`src/hw/rtl/sfs_pkg.sv`:
```
`default_nettype none
// ----------------------------------------------------------------------------
// sfs_pkg
// Shared types and codes of the sprite frame sequencer.
// ----------------------------------------------------------------------------
package sfs_pkg;

	localparam int MAX_FRAMES_DEF = 256;

	localparam int CMD_W   = 3;
	localparam int STAMP_W = 32;
	localparam int FIDX_W  = 8;
	localparam int CFG_IDX_W  = 2;
	localparam int CFG_DATA_W = 32;
	localparam int FCOUNT_W   = 9;

	typedef logic [CMD_W-1:0] cmd_t;

	localparam cmd_t CMD_TICK   = 3'd0;
	localparam cmd_t CMD_START  = 3'd1;
	localparam cmd_t CMD_STOP   = 3'd2;
	localparam cmd_t CMD_PAUSE  = 3'd3;
	localparam cmd_t CMD_REWIND = 3'd4;

	typedef logic [CFG_IDX_W-1:0] cfg_idx_t;

	localparam cfg_idx_t CFG_TOTAL_RUN_TIME = 2'd0;
	localparam cfg_idx_t CFG_LOOP_ENABLE    = 2'd1;
	localparam cfg_idx_t CFG_FRAME_COUNT    = 2'd2;

	typedef enum logic [1:0] {
		ST_IDLE,
		ST_DIV,
		ST_FIN
	} state_t;

endpackage : sfs_pkg
`default_nettype wire

```
`src/hw/rtl/sfs_if.sv`:
```
`default_nettype none
// ----------------------------------------------------------------------------
// sfs_if
// Valid/ready channels of the sprite frame sequencer: command in, frame out.
// ----------------------------------------------------------------------------
interface sfs_in_if;
	logic                         valid;
	logic                         ready;
	logic [sfs_pkg::CMD_W-1:0]    command;
	logic [sfs_pkg::STAMP_W-1:0]  time_now;

	modport source (output valid, output command, output time_now, input ready);
	modport sink   (input valid, input command, input time_now, output ready);
endinterface : sfs_in_if

interface sfs_out_if;
	logic                         valid;
	logic                         ready;
	logic [sfs_pkg::FIDX_W-1:0]   frame_index;
	logic                         changed;
	logic                         running;

	modport source (output valid, output frame_index, output changed, output running,
		input ready);
	modport sink   (input valid, input frame_index, input changed, input running,
		output ready);
endinterface : sfs_out_if
`default_nettype wire

```
`src/hw/rtl/sprite_frame_sequencer_unit.sv`:
```
`default_nettype none
// ----------------------------------------------------------------------------
// sprite_frame_sequencer_unit
// Advances a sprite animation's frame index from millisecond tick stamps,
// with start/stop/pause/rewind commands. Frame time is total_run_time
// divided by (frame count - 1), computed per tick by a bit-serial divider.
// ----------------------------------------------------------------------------
//  channel   dir  handshake          payload
//  in_ch     in   valid/ready        command[2:0], time_now[31:0]
//  out_ch    out  valid/ready        frame_index[7:0], changed, running
//  cfg       in   cfg_we (no stall)  cfg_index[1:0], cfg_data[31:0]
//
//  A tick that needs the frame time (frames > 1, previous stamp nonzero,
//  running) goes through accept, 32 restoring divide steps through one
//  shared subtract/compare unit, and commit. Every other transaction
//  goes from accept straight to commit.
//  in_ch.ready is high only while the sequencer is idle.
//  Commit waits while a previous result is still held on out_ch.
//  arst_n resets state (run and changed set), config and the output slot; no clearing pass.
// ----------------------------------------------------------------------------
module sprite_frame_sequencer_unit #(
	parameter int MAX_FRAMES = sfs_pkg::MAX_FRAMES_DEF
) (
	input  wire logic                             clk,
	input  wire logic                             arst_n,
	sfs_in_if.sink                                in_ch,
	sfs_out_if.source                             out_ch,
	input  wire logic                             cfg_we,
	input  wire logic [sfs_pkg::CFG_IDX_W-1:0]    cfg_index,
	input  wire logic [sfs_pkg::CFG_DATA_W-1:0]   cfg_data
);
	import sfs_pkg::*;

	// frame count register is 9 bits, so the clamp never exceeds 511
	localparam int CNT_MAX = (MAX_FRAMES < 511) ? MAX_FRAMES : 511;
	localparam int FW      = $clog2(CNT_MAX + 1);
	localparam int STEP_W  = $clog2(STAMP_W);

	// configuration
	logic [STAMP_W-1:0]  total_q;
	logic                loop_q;
	logic [FCOUNT_W-1:0] fcount_q;

	// animation state
	logic [STAMP_W-1:0]  last_stamp_q;
	logic [STAMP_W-1:0]  elapsed_q;
	logic [FW-1:0]       cur_frame_q;
	logic                run_q;
	logic                dirty_q;

	// latched transaction
	cmd_t                cmd_q;
	logic [STAMP_W-1:0]  now_q;

	// divider
	logic [STAMP_W-1:0]  quo_q;
	logic [FW-1:0]       rem_q;
	logic [STEP_W-1:0]   step_q;

	state_t              state_q, state_d;
	logic                out_valid_q;

	logic                accept;
	logic                commit;
	logic                div_step;
	logic                need_div;

	logic [FW-1:0]       n_cnt;
	logic [FW-1:0]       divisor;
	logic [FW:0]         trial;
	logic                trial_ge;

	logic [STAMP_W:0]    sum;
	logic [STAMP_W-1:0]  el_sat;
	logic [FW:0]         cf_inc;

	logic [STAMP_W-1:0]  last_stamp_d;
	logic [STAMP_W-1:0]  elapsed_d;
	logic [FW-1:0]       cur_frame_d;
	logic                run_d;
	logic                dirty_d;

	// ---------------------------------------------------------------- config
	always_ff @(posedge clk or negedge arst_n) begin
		if (!arst_n) begin
			total_q  <= '0;
			loop_q   <= 1'b0;
			fcount_q <= '0;
		end else if (cfg_we) begin
			unique case (cfg_index)
				CFG_TOTAL_RUN_TIME: total_q  <= cfg_data;
				CFG_LOOP_ENABLE:    loop_q   <= cfg_data[0];
				CFG_FRAME_COUNT:    fcount_q <= cfg_data[FCOUNT_W-1:0];
				default: ;
			endcase
		end
	end

	assign n_cnt   = (fcount_q > FCOUNT_W'(CNT_MAX)) ? FW'(CNT_MAX) : FW'(fcount_q);
	assign divisor = n_cnt - FW'(1);

	// only a running tick with a valid previous stamp needs the frame time
	assign need_div = (in_ch.command == CMD_TICK) && (n_cnt > FW'(1)) &&
		(last_stamp_q != '0) && run_q;

	// ------------------------------------------------------------- sequencer
	always_comb begin
		state_d = state_q;
		unique case (state_q)
			ST_IDLE: if (in_ch.valid) state_d = need_div ? ST_DIV : ST_FIN;
			ST_DIV:  if (step_q == '0) state_d = ST_FIN;
			ST_FIN:  if (!out_valid_q || out_ch.ready) state_d = ST_IDLE;
			default: state_d = ST_IDLE;
		endcase
	end

	always_comb begin
		in_ch.ready = 1'b0;
		div_step    = 1'b0;
		commit      = 1'b0;
		unique case (state_q)
			ST_IDLE: in_ch.ready = 1'b1;
			ST_DIV:  div_step    = 1'b1;
			ST_FIN:  commit      = !out_valid_q || out_ch.ready;
			default: ;
		endcase
	end

	assign accept = in_ch.valid && in_ch.ready;

	always_ff @(posedge clk or negedge arst_n) begin
		if (!arst_n) begin
			state_q <= ST_IDLE;
		end else begin
			state_q <= state_d;
		end
	end

	always_ff @(posedge clk) begin
		if (accept) begin
			cmd_q <= in_ch.command;
			now_q <= in_ch.time_now;
		end
	end

	// ---------------------------------------------------- restoring divider
	assign trial    = {rem_q, quo_q[STAMP_W-1]};
	assign trial_ge = trial >= {1'b0, divisor};

	always_ff @(posedge clk or negedge arst_n) begin
		if (!arst_n) begin
			step_q <= '0;
		end else if (accept) begin
			step_q <= STEP_W'(STAMP_W - 1);
		end else if (div_step) begin
			step_q <= step_q - STEP_W'(1);
		end
	end

	always_ff @(posedge clk) begin
		if (accept) begin
			quo_q <= total_q;
			rem_q <= '0;
		end else if (div_step) begin
			quo_q <= {quo_q[STAMP_W-2:0], trial_ge};
			rem_q <= trial_ge ? FW'(trial - {1'b0, divisor}) : trial[FW-1:0];
		end
	end

	// ---------------------------------------------------------- commit path
	assign sum    = {1'b0, elapsed_q} + {1'b0, now_q - last_stamp_q};
	assign el_sat = sum[STAMP_W] ? '1 : sum[STAMP_W-1:0];

	always_comb begin
		last_stamp_d = last_stamp_q;
		elapsed_d    = elapsed_q;
		cur_frame_d  = cur_frame_q;
		run_d        = run_q;
		dirty_d      = dirty_q;
		cf_inc       = {1'b0, cur_frame_q};
		case (cmd_q)
			CMD_TICK: begin
				if (n_cnt > FW'(1)) begin
					last_stamp_d = now_q;
					if (last_stamp_q == '0) begin
						dirty_d = 1'b1;
					end else begin
						dirty_d = 1'b0;
						if (run_q) begin
							elapsed_d = el_sat;
							if (el_sat >= quo_q) begin
								cf_inc    = {1'b0, cur_frame_q} + (FW+1)'(1);
								elapsed_d = '0;
								dirty_d   = 1'b1;
							end
							cur_frame_d = cf_inc[FW-1:0];
							if (cf_inc >= {1'b0, n_cnt}) begin
								if (loop_q) begin
									elapsed_d   = '0;
									cur_frame_d = '0;
									dirty_d     = 1'b1;
								end else begin
									run_d = 1'b0;
									if (cf_inc != {1'b0, divisor}) begin
										cur_frame_d = divisor;
										dirty_d     = 1'b1;
									end
								end
							end
						end
					end
				end
			end
			CMD_START:  run_d = 1'b1;
			CMD_STOP: begin
				run_d       = 1'b0;
				cur_frame_d = '0;
			end
			CMD_PAUSE:  run_d = 1'b0;
			CMD_REWIND: cur_frame_d = '0;
			default: ;
		endcase
	end

	always_ff @(posedge clk or negedge arst_n) begin
		if (!arst_n) begin
			last_stamp_q <= '0;
			elapsed_q    <= '0;
			cur_frame_q  <= '0;
			run_q        <= 1'b1;
			dirty_q      <= 1'b1;
		end else if (commit) begin
			last_stamp_q <= last_stamp_d;
			elapsed_q    <= elapsed_d;
			cur_frame_q  <= cur_frame_d;
			run_q        <= run_d;
			dirty_q      <= dirty_d;
		end
	end

	// state only moves at commit, which needs a free output slot, so the
	// state registers double as the result payload
	always_ff @(posedge clk or negedge arst_n) begin
		if (!arst_n) begin
			out_valid_q <= 1'b0;
		end else if (commit) begin
			out_valid_q <= 1'b1;
		end else if (out_ch.ready) begin
			out_valid_q <= 1'b0;
		end
	end

	assign out_ch.valid       = out_valid_q;
	assign out_ch.frame_index = FIDX_W'(cur_frame_q);
	assign out_ch.changed     = dirty_q;
	assign out_ch.running     = run_q;

`ifndef SYNTHESIS
	a_one_in_flight: assert property (@(posedge clk) disable iff (!arst_n)
		accept |=> !in_ch.ready)
		else $error("new transaction accepted while busy");

	a_commit_holds: assert property (@(posedge clk) disable iff (!arst_n)
		(state_q == ST_FIN && out_valid_q && !out_ch.ready) |=> state_q == ST_FIN)
		else $error("commit over an untaken result");

	a_div_ends: assert property (@(posedge clk) disable iff (!arst_n)
		(state_q == ST_DIV && step_q == '0) |=> state_q == ST_FIN)
		else $error("divider did not hand over to commit");

	a_frame_range: assert property (@(posedge clk) disable iff (!arst_n)
		cur_frame_q < FW'(CNT_MAX))
		else $error("frame index beyond clamp");

	a_state_stable: assert property (@(posedge clk) disable iff (!arst_n)
		!commit |=> $stable(cur_frame_q) && $stable(run_q) && $stable(dirty_q))
		else $error("state moved outside commit");
`endif

endmodule : sprite_frame_sequencer_unit
`default_nettype wire

```
`src/flat_wrapper.sv`:
```
// flat-port wrapper written by rule: the top's interface ports become plain ports
module sprite_frame_sequencer_unit_flat import sfs_pkg::*;
#(
	parameter int MAX_FRAMES = sfs_pkg::MAX_FRAMES_DEF
)
  (clk, arst_n, cfg_we, cfg_index, cfg_data, in_ch_valid, in_ch_command, in_ch_time_now, in_ch_ready, out_ch_valid, out_ch_frame_index, out_ch_changed, out_ch_running, out_ch_ready);
  sfs_in_if in_ch_i ();
  sfs_out_if out_ch_i ();
  input  wire logic clk;
  input  wire logic arst_n;
  input  wire logic cfg_we;
  input  wire logic [sfs_pkg::CFG_IDX_W-1:0] cfg_index;
  input  wire logic [sfs_pkg::CFG_DATA_W-1:0] cfg_data;
  input wire logic [$bits(in_ch_i.valid)-1:0] in_ch_valid;
  input wire logic [$bits(in_ch_i.command)-1:0] in_ch_command;
  input wire logic [$bits(in_ch_i.time_now)-1:0] in_ch_time_now;
  output wire logic [$bits(in_ch_i.ready)-1:0] in_ch_ready;
  output wire logic [$bits(out_ch_i.valid)-1:0] out_ch_valid;
  output wire logic [$bits(out_ch_i.frame_index)-1:0] out_ch_frame_index;
  output wire logic [$bits(out_ch_i.changed)-1:0] out_ch_changed;
  output wire logic [$bits(out_ch_i.running)-1:0] out_ch_running;
  input wire logic [$bits(out_ch_i.ready)-1:0] out_ch_ready;
  assign in_ch_i.valid = in_ch_valid;
  assign in_ch_i.command = in_ch_command;
  assign in_ch_i.time_now = in_ch_time_now;
  assign in_ch_ready = in_ch_i.ready;
  assign out_ch_valid = out_ch_i.valid;
  assign out_ch_frame_index = out_ch_i.frame_index;
  assign out_ch_changed = out_ch_i.changed;
  assign out_ch_running = out_ch_i.running;
  assign out_ch_i.ready = out_ch_ready;
  sprite_frame_sequencer_unit #(.MAX_FRAMES(MAX_FRAMES)) u_core (.clk(clk), .arst_n(arst_n), .in_ch(in_ch_i), .out_ch(out_ch_i), .cfg_we(cfg_we), .cfg_index(cfg_index), .cfg_data(cfg_data));
endmodule
```
`config.mk`:
```
export PLATFORM = sky130hd
export DESIGN_NAME = sprite_frame_sequencer_unit_flat
export DESIGN_NICKNAME = d
export VERILOG_FILES = /design/src/hw/rtl/sfs_pkg.sv /design/src/hw/rtl/sfs_if.sv /design/src/hw/rtl/sprite_frame_sequencer_unit.sv /design/src/flat_wrapper.sv
export SDC_FILE = /design/constraint.sdc
export NUM_CORES = 1
export LEC_CHECK = 0
export BUFFER_PORTS_ARGS = -buffer_cell sky130_fd_sc_hd__buf_2
export CORE_MARGIN = 10
export CORE_UTILIZATION = 55
export DETAILED_ROUTE_END_ITERATION = 7
export PLACE_DENSITY = 0.76
export SETUP_SLACK_MARGIN = 0.05
export SYNTH_ARGS = -nofsm -noshare
export SYNTH_HDL_FRONTEND = slang
export SYNTH_SLANG_ARGS = --single-unit
export TNS_END_PERCENT = 50
```
`constraint.sdc`:
```
create_clock -name clk -period 8.87 [get_ports clk]
set_clock_uncertainty 0.05 [all_clocks]
set_input_delay 0.4435 -clock clk [delete_from_list [all_inputs] [get_ports clk]]
set_output_delay 0.4435 -clock clk [all_outputs]
set_load 0.02 [all_outputs]
```
==> flow_summary.ini <==
[global_route]
grtUsageMet2_pct = 35.8
grt_pass1_vias = 10500
grt_max_degree = 99
grt_util_met1_pct = 26.0
grtUsageTotal_pct = 20.4
met3_usage_pct = 2.74
antenna_found_initial = 0
grt_pass1_wl_um = 51900
grt_remaining_overflow = 0
top_usage_layer = met2

[sta]
slew_violations = 0
fin_crit_sh_pct = 99.0
tightestPinTransition_ns = 1.16
rsz0062_at_grt = yes
timing.final.ws_setup_ns = 0.0931
setup_violations = 0
tns_ns = 0
max_clock_freq_mhz = 114
final-hold-violation-count = 0
max-slew-margin-rel_pct = 22.6
fin_crit_ns = 8.78

[route]
finalWirelength_um = 32200
routed_via_density = 5.75
route.vias.total = 10400
drt-wirelength-per-cell_um = 17.7
first_pass_iters = 8
postRouteAntennaNets = 0
drtIter0Drc = 635
drc = 0

[cells_and_area]
finalCoreUtilization_pct = 66.9
final_common_cell = dfrtp_1
fin_nets = 1674
multi_input_area_mm2 = 0.00742
syn2layout_area_growth_pct = 20.5
n_antenna_cell = 0
seq_area_mm2 = 0.00532
layout_common_cells = dfrtp_1 (123), nand2_1 (120), ha_1 (113)
drive_gt1_share_pct = 25.3
nFillCells = 1881
design_area_mm2 = 0.0156

[logic_synthesis]
netlist_area_mm2 = 0.0129
synth_nets = 1499
synth_fa_ha_area_share_pct = 11.9
ys_types = 76
synthFlopType = dfrtp_1
ys_ff_latch = 201
synthArstFlopShare_pct = 62.2
synth_top_family_by_area = compound AO/OA/AOI/OAI gates
synth_compound_area_share_pct = 17.8
synth_cells = 1304
synth-simple-area-share_pct = 12.9
yosysWarnings = 0
syn_avg_cell_area_um2 = 9.90
ys_seq_area_share_pct = 41.2
synth_edf_count = 67
synth-xor-area-share_pct = 5.06
synthMuxAreaShare_pct = 6.85

[clocking]
numCtsBuffers = 24
tritoncts = built
h-tree-depth = 1
clk_latency_ns = 0.52
clk_pin_slew_ns = 0.06
root_buffer = clkbuf_16
clk_path_buf_depth = 3
cts_num_sinks = 201

[worst_setup_path]
critPathArrivalTime_ns = 9.13
cp_slowest_stage_delay_ns = 0.40
critPathSlowestCell = a2111oi_4
critPathKind = reg -> reg
crit_fanout = 7
end_kind = register
critPathRequiredTime_ns = 9.23
start_kind = register

[floorplanning]
die-height_um = 173
core_mm2 = 0.0233
start_util_pct = 55.5
dieArea_mm2 = 0.0300
ios = 86
die_w_um = 173
std_cell_rows = 56

[job]
maxCapViolCount = 0

[outcome]
status = completed

[place]
gp_congestion = 0.957
placed_cell_area_mm2 = 0.0142
pre_cts_slack_ns = -0.315
hpwl_um = 23600
io_buffers = 85

[min_path]
hp-class = in -> reg
-- synthesized netlist by cell type, types with 10 or more instances --
cell	n	area share [%]
a21o_1	39	2.3
a21oi_1	75	2.9
a22o_1	32	2.2
clkbuf_1	29	0.84
dfrtp_1	123	24
edfxtp_1	67	16
ha_1	118	11
inv_1	93	2.7
mux2_2	75	6.5
nand2_1	123	3.6
nand2b_1	25	1.2
nand3_1	19	0.74
nor2_1	80	2.3
nor2b_1	12	0.58
nor3_1	16	0.62
nor4_1	10	0.48
o21a_1	15	0.87
o21ai_0	100	3.9
xnor2_1	51	3.5
xor2_1	21	1.4
-- metrics by stage --
stage                     cells  hold WS (ns)
after floorplan            1304        0.0979
after global placement     1748         0.394
after detailed placement   1748         0.405
after CTS                  1802        0.0290
after global routing       1816        0.0297
final                      1816        0.0459
-- cell families after synthesis --
kind of cell	after synthesis
and+or+nand+nor	348
AOI/OAI and AO/OA	345
DFF	201
buffers and inverters	137
adders and majority gates	121
muxes	79
xor gates and xnor gates	73
-- final timing paths --
check | from | endpoint | slack, ns | cells after the start
setup / recovery | u_core.last_stamp_q[0] | u_core.cur_frame_q[0] | 0.09 | 44
hold / removal | in_ch_time_now[15] | u_core.now_q[15] | 0.05 | 1
setup reg to reg | u_core.last_stamp_q[0] | u_core.cur_frame_q[0] | 0.09 | 44
hold reg to reg | u_core.rem_q[8] | u_core.rem_q[8] | 0.42 | 2
max in group asynchronous | arst_n | u_core.last_stamp_q[26] | 6.82 | 3
min in group asynchronous | arst_n | u_core.fcount_q[5] | 0.44 | 2
-- critical path, delay by kind of cell (launching register included) --
family,cells,cell delay (ns)
buffers and inverters,1,0.20
adders and majority gates,5,1.37
AOI/OAI and AO/OA,23,4.49
muxes,1,0.33
xor gates and xnor gates,2,0.25
and+or+nand+nor,12,1.60
DFF,1,0.38
-- state kept, by name (all words and copies together), names as in the netlist --
| name | flops |
|---|---|
| u_core.elapsed_q | 32 |
| u_core.last_stamp_q | 32 |
| u_core.now_q | 32 |
| u_core.quo_q | 32 |
| u_core.total_q | 32 |
| u_core.cur_frame_q | 9 |
| u_core.fcount_q | 9 |
| u_core.rem_q | 9 |
| u_core.step_q | 5 |
| u_core.cmd_q | 3 |
| u_core.state_q | 2 |
| u_core.loop_q | 1 |
| u_core.out_ch.changed | 1 |
| u_core.out_ch.running | 1 |
| u_core.out_ch.valid | 1 |
-- timing repair --
item	4_1_cts	5_1_grt
endpoints found under the setup margin	43	43
pin swaps	18	44
resized for setup	18	68
endpoints found under the hold margin	45	0
hold buffers	1	0
buffers inserted	9	15
-- cell type report --
cell class	instances	share of cell area, %
Clock buffer	37	4.65
Sequential cell	201	34.2
Timing Repair Buffer	192	8.22
Clock inverter	7	0.394
Multi-Input combinational cell	966	47.7
Inverter	94	2.27
Tap cell	319	2.56
-- per-layer routing --
| layer | vias to the layer above | routed length [µm] |
|---|---|---|
| met5 | - | 0 |
| met4 | 0 | 782 |
| met3 | 55 | 1440 |
| met2 | 270 | 15900 |
| met1 | 5061 | 14100 |
| li1 | 5052 | - |
Power is left out: the tool's default activity adds up to more than one toggle a clock period on the data nets, which glitch-free logic cannot reach.
